===== config.mk =====
export PLATFORM = sky130hd
export DESIGN_NAME = bnv_csc
export DESIGN_NICKNAME = d
export VERILOG_FILES = /design/src/rtl/core/bnv_pkg.sv /design/src/rtl/core/bnv_csc.sv
export SDC_FILE = /design/constraint.sdc
export NUM_CORES = 1
export LEC_CHECK = 0
export BUFFER_PORTS_ARGS = -buffer_cell sky130_fd_sc_hd__buf_4
export CORE_ASPECT_RATIO = 1.5
export CORE_MARGIN = 5
export CORE_UTILIZATION = 40
export DETAILED_ROUTE_END_ITERATION = 7
export PLACE_DENSITY = 0.67
export SLEW_MARGIN = 20
export SYNTH_ARGS = -nofsm -noshare
export SYNTH_HDL_FRONTEND = slang
export SYNTH_SLANG_ARGS = --single-unit

===== constraint.sdc =====
create_clock -name clk -period 12 [get_ports clk]
set_clock_uncertainty 0.2 [all_clocks]
set_input_delay 2.4 -clock clk [delete_from_list [all_inputs] [get_ports clk]]
set_output_delay 2.4 -clock clk [all_outputs]
set_load 0.01 [all_outputs]

===== src/rtl/core/bnv_pkg.sv =====
package bnv_pkg;

  localparam int CFG_DATA_W = 13;
  localparam int CFG_IDX_W  = 2;

  localparam logic [CFG_DATA_W-1:0] FRAME_WIDTH_RST  = 13'd1920;
  localparam logic [CFG_DATA_W-1:0] FRAME_HEIGHT_RST = 13'd1080;

  typedef enum logic [CFG_IDX_W-1:0] {
    CFG_FRAME_WIDTH  = 2'd0,
    CFG_FRAME_HEIGHT = 2'd1
  } cfg_reg_t;

  typedef struct packed {
    logic [7:0] blue;
    logic [7:0] green;
    logic [7:0] red;
  } in_pixel_t;

  typedef struct packed {
    logic [7:0] luma;
    logic       chroma_valid;
    logic [7:0] chroma_u;
    logic [7:0] chroma_v;
    logic       end_of_frame;
  } out_pixel_t;

  typedef struct packed {
    logic [8:0] sum_r;
    logic [8:0] sum_g;
    logic [8:0] sum_b;
  } pair_sum_t;

  typedef struct packed {
    in_pixel_t pixel;
    pair_sum_t pair;
    logic      chroma;
    logic      eof;
  } stage_t;

  function automatic logic [7:0] luma_sat(input logic [16:0] acc);
    logic [9:0] t;
    t = 10'(acc[16:8]) + 10'd16;
    if (t > 10'd255) begin
      return 8'd255;
    end
    return t[7:0];
  endfunction

  function automatic logic [7:0] chroma_sat(input logic signed [17:0] acc);
    logic signed [18:0] biased;
    biased = 19'(acc) + 19'sd32768;
    if (biased < 19'sd0) begin
      return 8'd0;
    end
    if (biased[18:8] > 11'd255) begin
      return 8'd255;
    end
    return biased[15:8];
  endfunction

endpackage


===== src/rtl/core/bnv_csc.sv =====
module bnv_csc (
  input  logic                 clk,
  input  logic                 rst_n,
  input  logic                 st_valid,
  input  bnv_pkg::stage_t      st,
  input  bnv_pkg::pair_sum_t   line_sum,
  output logic                 st_ready,
  output logic                 out_valid,
  input  logic                 out_ready,
  output bnv_pkg::out_pixel_t  out_data
);

  logic                 out_valid_r;
  logic                 out_valid_nxt;
  bnv_pkg::out_pixel_t  out_data_r;
  bnv_pkg::out_pixel_t  out_data_nxt;
  logic [16:0]          y_acc;
  logic [9:0]           tot_b;
  logic [9:0]           tot_g;
  logic [9:0]           tot_r;
  logic signed [17:0]   avg_b;
  logic signed [17:0]   avg_g;
  logic signed [17:0]   avg_r;
  logic signed [17:0]   u_acc;
  logic signed [17:0]   v_acc;

  assign st_ready = !out_valid_r || out_ready;

  always_comb begin
    y_acc = 17'(st.pixel.red) * 17'd66 + 17'(st.pixel.green) * 17'd129
          + 17'(st.pixel.blue) * 17'd25 + 17'd128;
    tot_b = 10'(st.pair.sum_b) + 10'(line_sum.sum_b);
    tot_g = 10'(st.pair.sum_g) + 10'(line_sum.sum_g);
    tot_r = 10'(st.pair.sum_r) + 10'(line_sum.sum_r);
    avg_b = $signed(18'(tot_b[9:2]));
    avg_g = $signed(18'(tot_g[9:2]));
    avg_r = $signed(18'(tot_r[9:2]));
    u_acc = 18'sd112 * avg_b - 18'sd74 * avg_g - 18'sd38 * avg_r + 18'sd128;
    v_acc = 18'sd112 * avg_r - 18'sd94 * avg_g - 18'sd18 * avg_b + 18'sd128;

    out_data_nxt.luma         = bnv_pkg::luma_sat(y_acc);
    out_data_nxt.chroma_valid = st.chroma;
    out_data_nxt.chroma_u     = st.chroma ? bnv_pkg::chroma_sat(u_acc) : 8'd0;
    out_data_nxt.chroma_v     = st.chroma ? bnv_pkg::chroma_sat(v_acc) : 8'd0;
    out_data_nxt.end_of_frame = st.eof;

    out_valid_nxt = out_valid_r;
    if (st_ready) begin
      out_valid_nxt = st_valid;
    end
  end

  always_ff @(posedge clk) begin
    if (!rst_n) begin
      out_valid_r <= 1'b0;
    end else begin
      out_valid_r <= out_valid_nxt;
    end
    if (st_ready && st_valid) begin
      out_data_r <= out_data_nxt;
    end
  end

  assign out_valid = out_valid_r;
  assign out_data  = out_data_r;

endmodule


==> results of run 1 <==
how the worst min path moves through the flow:
| stage | endpoint | slack [ps] |
|---|---|---|
| finish | out_valid$_SDFFE_PN0N_ | 350 |
| CTS | out_valid$_SDFFE_PN0N_ | 350 |
| global route | out_valid$_SDFFE_PN0N_ | 400 |
| global placement | out_valid$_SDFFE_PN0N_ | 340 |
| floorplan | out_valid$_SDFFE_PN0N_ | 410 |
| detailed placement | out_valid$_SDFFE_PN0N_ | 340 |
Yosys cell counts, types with 13 or more instances:
| master | instances |
|---|---|
| ha_1 | 269 |
| inv_1 | 199 |
| a21oi_1 | 70 |
| fa_1 | 68 |
| xnor2_1 | 63 |
| nor2_1 | 52 |
| xor2_1 | 43 |
| o21ai_0 | 38 |
| nand2_1 | 29 |
| a21o_1 | 28 |
| edfxtp_1 | 26 |
| nor3_1 | 26 |
| o21bai_1 | 17 |
| nor2b_1 | 13 |
worst max-delay path: cells and delay by family:
kind	cells	cell delay, ps
AOI/OAI and AO/OA	15	3820
adders and majority gates	7	2360
xor gates and xnor gates	4	1050
and+or+nand+nor	3	340
buffers and inverters	2	190
logic make-up (layout without fill, tap and decap cells):
| logic type | Yosys count | in the layout | synth area share [%] |
|---|---|---|---|
| XOR/XNOR | 107 | 107 | 9.70 |
| AO/OA/AOI/OAI | 233 | 233 | 16.3 |
| AND/OR/NAND/NOR | 178 | 178 | 9.32 |
| multiplexers | 1 | 1 | 0.103 |
| adder cells (fa/ha/maj) | 337 | 337 | 48.5 |
| flip-flops | 27 | 27 | 8.22 |
| buffers and inverters | 202 | 317 | 7.86 |
layer usage:
metal	up-vias	global-route usage, %
met4	0	5.63
met2	111	34.8
met3	38	1.05
met1	3661	15.8
li1	3968	-
met5	-	0
cell type report:
type,count,area share [%]
Clock buffer,4,0.712
Multi-Input combinational cell,856,73.9
Tap cell,324,3.66
Inverter,199,6.75
Sequential cell,27,7.24
Timing Repair Buffer,114,7.73
through the flow:
stage / setup WS, ps / hold slack [ps] / cell area [um^2]
global route: 1150 / 399 / 11100
CTS: 1650 / 350 / 11100
finish: 1630 / 348 / 11100
floorplan: 2240 / 410 / 9740
detailed placement: 1380 / 339 / 11000
global placement: 1600 / 336 / 11000
flip-flops by register name, summed over array words and instances, names as in the netlist:
| name | cells |
|---|---|
| out_data | 26 |
| out_valid | 1 |
==> qor.yml, run 1 <==
vias_per_cell: 5.10
synth-main-ff-cell: "edfxtp_1"
gr-total-overflow: 0
worst_ep_required_time_ps: 11790
synth-seq-cells: 27
globalplace.congestion: 0.847
area_growth_pct: 13.6
drv_cap: 0
clk_latency_ps: 260
ys_async_sr_fraction_pct: 0
initial_core_util_pct: 40.3
fin_crit_ps: 10370
grt_pass1_vias: 8438
core.rowCount: 70
r2r_slack_ps: 10460
numCtsBuffers: 3
multi_input_comb_area_um2: 8180
wl_met1_um: 7460
wirelength_um: 21900
rr_startpoint: "out_valid$_SDFFE_PN0N_"
ios: 112
syn-instance-count: 1085
core_area_um2: 24200
clock-root-buffer: "clkbuf_16"
fillers: 2420
worstMarginPinSlew_ps: 818
finalHoldViolations: 0
cts.sinks: 27
firstDrtPassIters: 4
slowest_delay_ps: 500
setup_viol: 0
layout_commonest_cell: "ha_1"
nets: 1622
fin_cells: 1524
cts.path.max_buffers: 2
num_antenna_cells: 0
grt.total_usage_pct: 16.5
avgSynthCellArea_um2: 8.98
tns_ps: 0
cts_tree: "yes"
relSlewSlack_pct: 45.4
clk_pin_slew_ps: 60
synth_area_leaders: "ha_1 35%, fa_1 14%, edfxtp_1 8.0%"
status: "finished, final reports clean"
rsz0062_at_grt: "false"
post-cts-setup-buffers: 0
grt_pass1_wl_um: 37600
worstRegToRegCells: 2
timing.hold.worst.class: "reg -> reg"
cpMostUsedCell: "ha_1"
layout-drive-gt1-share_pct: 12.2
cts_htree_levels: 1
grt_antenna_before_repair: 0
vias: 7778
cp_slowest_cell: "o41a_1"
die_area_um2: 27600
place_inst: 1520
crit_type: "in -> reg"
synth_top_area_share_pct: 34.5
route.detailed.drc: 0
crit_fanout: 8
worst-endpoint-arrival_ps: 10160
drv_slew: 0
fin_crit_sh_pct: 86.4
dr_wl_met2_um: 13000
die_x_um: 137
synth_nets: 1506
routedWlPerCell_um: 14.3
mostFrequentLayoutCells: "269 x ha_1, 199 x inv_1, 114 x buf_4, 70 x a21oi_1, 68 x fa_1"
ys_types: 70
top_layer_used: "met4"
crit_start: "st[12]"
cp-start-kind: "primary input"
cts_resized: 0
yosys.area.top_type: "ha_1"
hold_path_depth: 2
drtAntennaViolNets: 0
yosysSeqAreaShare_pct: 8.22
crit_path_end: "out_data[15]$_SDFFCE_PP0P_"
min_from: "out_valid$_SDFFE_PN0N_"
synth-edff-count: 26
dpl.hpwl_um: 20200
drtIter0Drc: 155
yosysWarningCount: 0
fmax_ghz: 0.0965
regArea_um2: 801
cts_hold_buf: 0
rr_endpoint: "out_data[21]$_SDFFCE_PN1P_"
wl_met3_um: 587
fin_util_pct: 45.8
die_h_um: 201
synth_area_um2: 9740
grt_max_degree: 27
endpoint_kind: "flop"
io_buffers: 111
Power of run 1 is not shown: default switching activity piles up to over one toggle a cycle in this logic, so the estimate is an artifact.
==> inputs of run 2 (changes only) <==
CORE_UTILIZATION = 50   (was 40)
PLACE_DENSITY = 0.79   (was 0.67)
==> run 2 against run 1 <==
  * Cell area decreased by 0.84%
  * Via count increased by 1.0%
  * Maximum frequency increased by 1.2%
  * Critical path type unchanged
  * Highest routed layer unchanged
==> qor.yml, run 2 (synthesis gave the netlist of run 1 again) <==
status: "finished, final reports clean"
crit_type: "in -> reg"
worstRegToRegCells: 3
worst_ep_required_time_ps: 11790
grt_antenna_before_repair: 0
rsz0062_at_grt: "false"
grt_max_degree: 27
crit_buf_inv: 2
layout-drive-gt1-share_pct: 12.1
cts_tree: "yes"
drv_slew: 0
cts_hold_buf: 0
clk_pin_slew_ps: 70
die_x_um: 124
num_antenna_cells: 0
gr-total-overflow: 0
wirelength_um: 21500
hold_path_depth: 2
cts.path.max_buffers: 2
worstMarginPinSlew_ps: 1070
endpoint_kind: "flop"
min_from: "out_valid$_SDFFE_PN0N_"
finalHoldViolations: 0
io_buffers: 111
slowest_delay_ps: 500
dpl-instance-area_um2: 10900
cp_slowest_cell: "o41a_1"
fin_crit_ps: 10250
route.detailed.drc: 0
mostFrequentLayoutCells: "269 x ha_1, 199 x inv_1, 113 x buf_4, 70 x a21oi_1, 68 x fa_1"
place_inst: 1451
clock-root-buffer: "clkbuf_16"
grt_pass1_vias: 8474
relSlewSlack_pct: 28.0
drtAntennaViolNets: 0
core.rowCount: 62
fmax_ghz: 0.0976
crit_start: "st[12]"
nets: 1621
fillers: 1704
drv_cap: 0
fin_area_um2: 11000
initial_core_util_pct: 50.8
rr_endpoint: "out_data[20]$_SDFFCE_PN1P_"
cp-start-kind: "primary input"
timing.hold.worst.class: "reg -> reg"
multi_input_comb_area_um2: 8180
post-cts-setup-buffers: 0
numCtsBuffers: 3
grt_pass1_wl_um: 36100
ios: 112
largest_reg_flops: 26
crit_fanout: 8
critical_path.top_delay_family: "compound AO/OA/AOI/OAI gates"
core_area_um2: 19200
tns_ps: 0
vias: 7857
fin_cells: 1455
area_growth_pct: 12.6
cts_htree_levels: 1
cts_resized: 0
rr_startpoint: "out_valid$_SDFFE_PN0N_"
layout_commonest_cell: "ha_1"
setup_viol: 0
globalplace.congestion: 0.867
cts.sinks: 27
die_area_um2: 22400
firstDrtPassIters: 4
min_to: "out_valid$_SDFFE_PN0N_"
vias_per_cell: 5.40
clk_latency_ps: 260
drtIter0Drc: 269
cpMostUsedCell: "ha_1"
routedWlPerCell_um: 14.8
die_h_um: 181
worst-endpoint-arrival_ps: 10040
grt.total_usage_pct: 19.5
dpl.hpwl_um: 19600
fin_crit_sh_pct: 85.4
r2r_slack_ps: 10590
regArea_um2: 801
run 2: changes by cell type in the layout (fill, tap and decap cells not counted), sizes merged:
cell / change
buf: -1
clkinv: +1
clkbuf: -1
run 2: per-layer routing:
layer	track usage, %	wire length [um]	vias up
met4	6.45	748	0
met1	19.0	7720	3723
li1	-	-	3967
met2	41.1	12600	127
met3	0.939	512	40
met5	0	0	-
run 2: stage by stage:
step           hold WS (ps)  util [%]  setup slack (ps)
2_1_floorplan           410         -              2240
3_3_place_gp            320      56.8              1660
3_5_place_dp            335      56.8              1520
4_1_cts                 350      57.3              1770
5_1_grt                 384      57.3              1150
6_report                348      57.3              1750
run 2: area by class of cell:
class                           count  area share, %
Clock inverter                      1         0.0456
Timing Repair Buffer              113           7.73
Clock buffer                        3          0.684
Inverter                          199           6.81
Sequential cell                    27           7.30
Tap cell                          256           2.92
Multi-Input combinational cell    856           74.5
run 2: worst max path at each step:
| stage | slack (ps) | to | depth (start not counted) |
|---|---|---|---|
| 5_1_grt | 1150 | out_data[15]$_SDFFCE_PP0P_ | 33 |
| 6_report | 1750 | out_data[15]$_SDFFCE_PP0P_ | 31 |
| 3_5_place_dp | 1520 | out_data[15]$_SDFFCE_PP0P_ | 31 |
| 2_1_floorplan | 2240 | out_data[15]$_SDFFCE_PP0P_ | 33 |
| 4_1_cts | 1770 | out_data[15]$_SDFFCE_PP0P_ | 31 |
| 3_3_place_gp | 1660 | out_data[16]$_SDFFCE_PP0P_ | 31 |
run 2: worst reg2reg max path: stages (launching register included):
cell and delay [ps]:
dfxtp_1 310, nand2b_1 100, and2_1 130, buf_4 320
Power of run 2 is left out for the same reason.
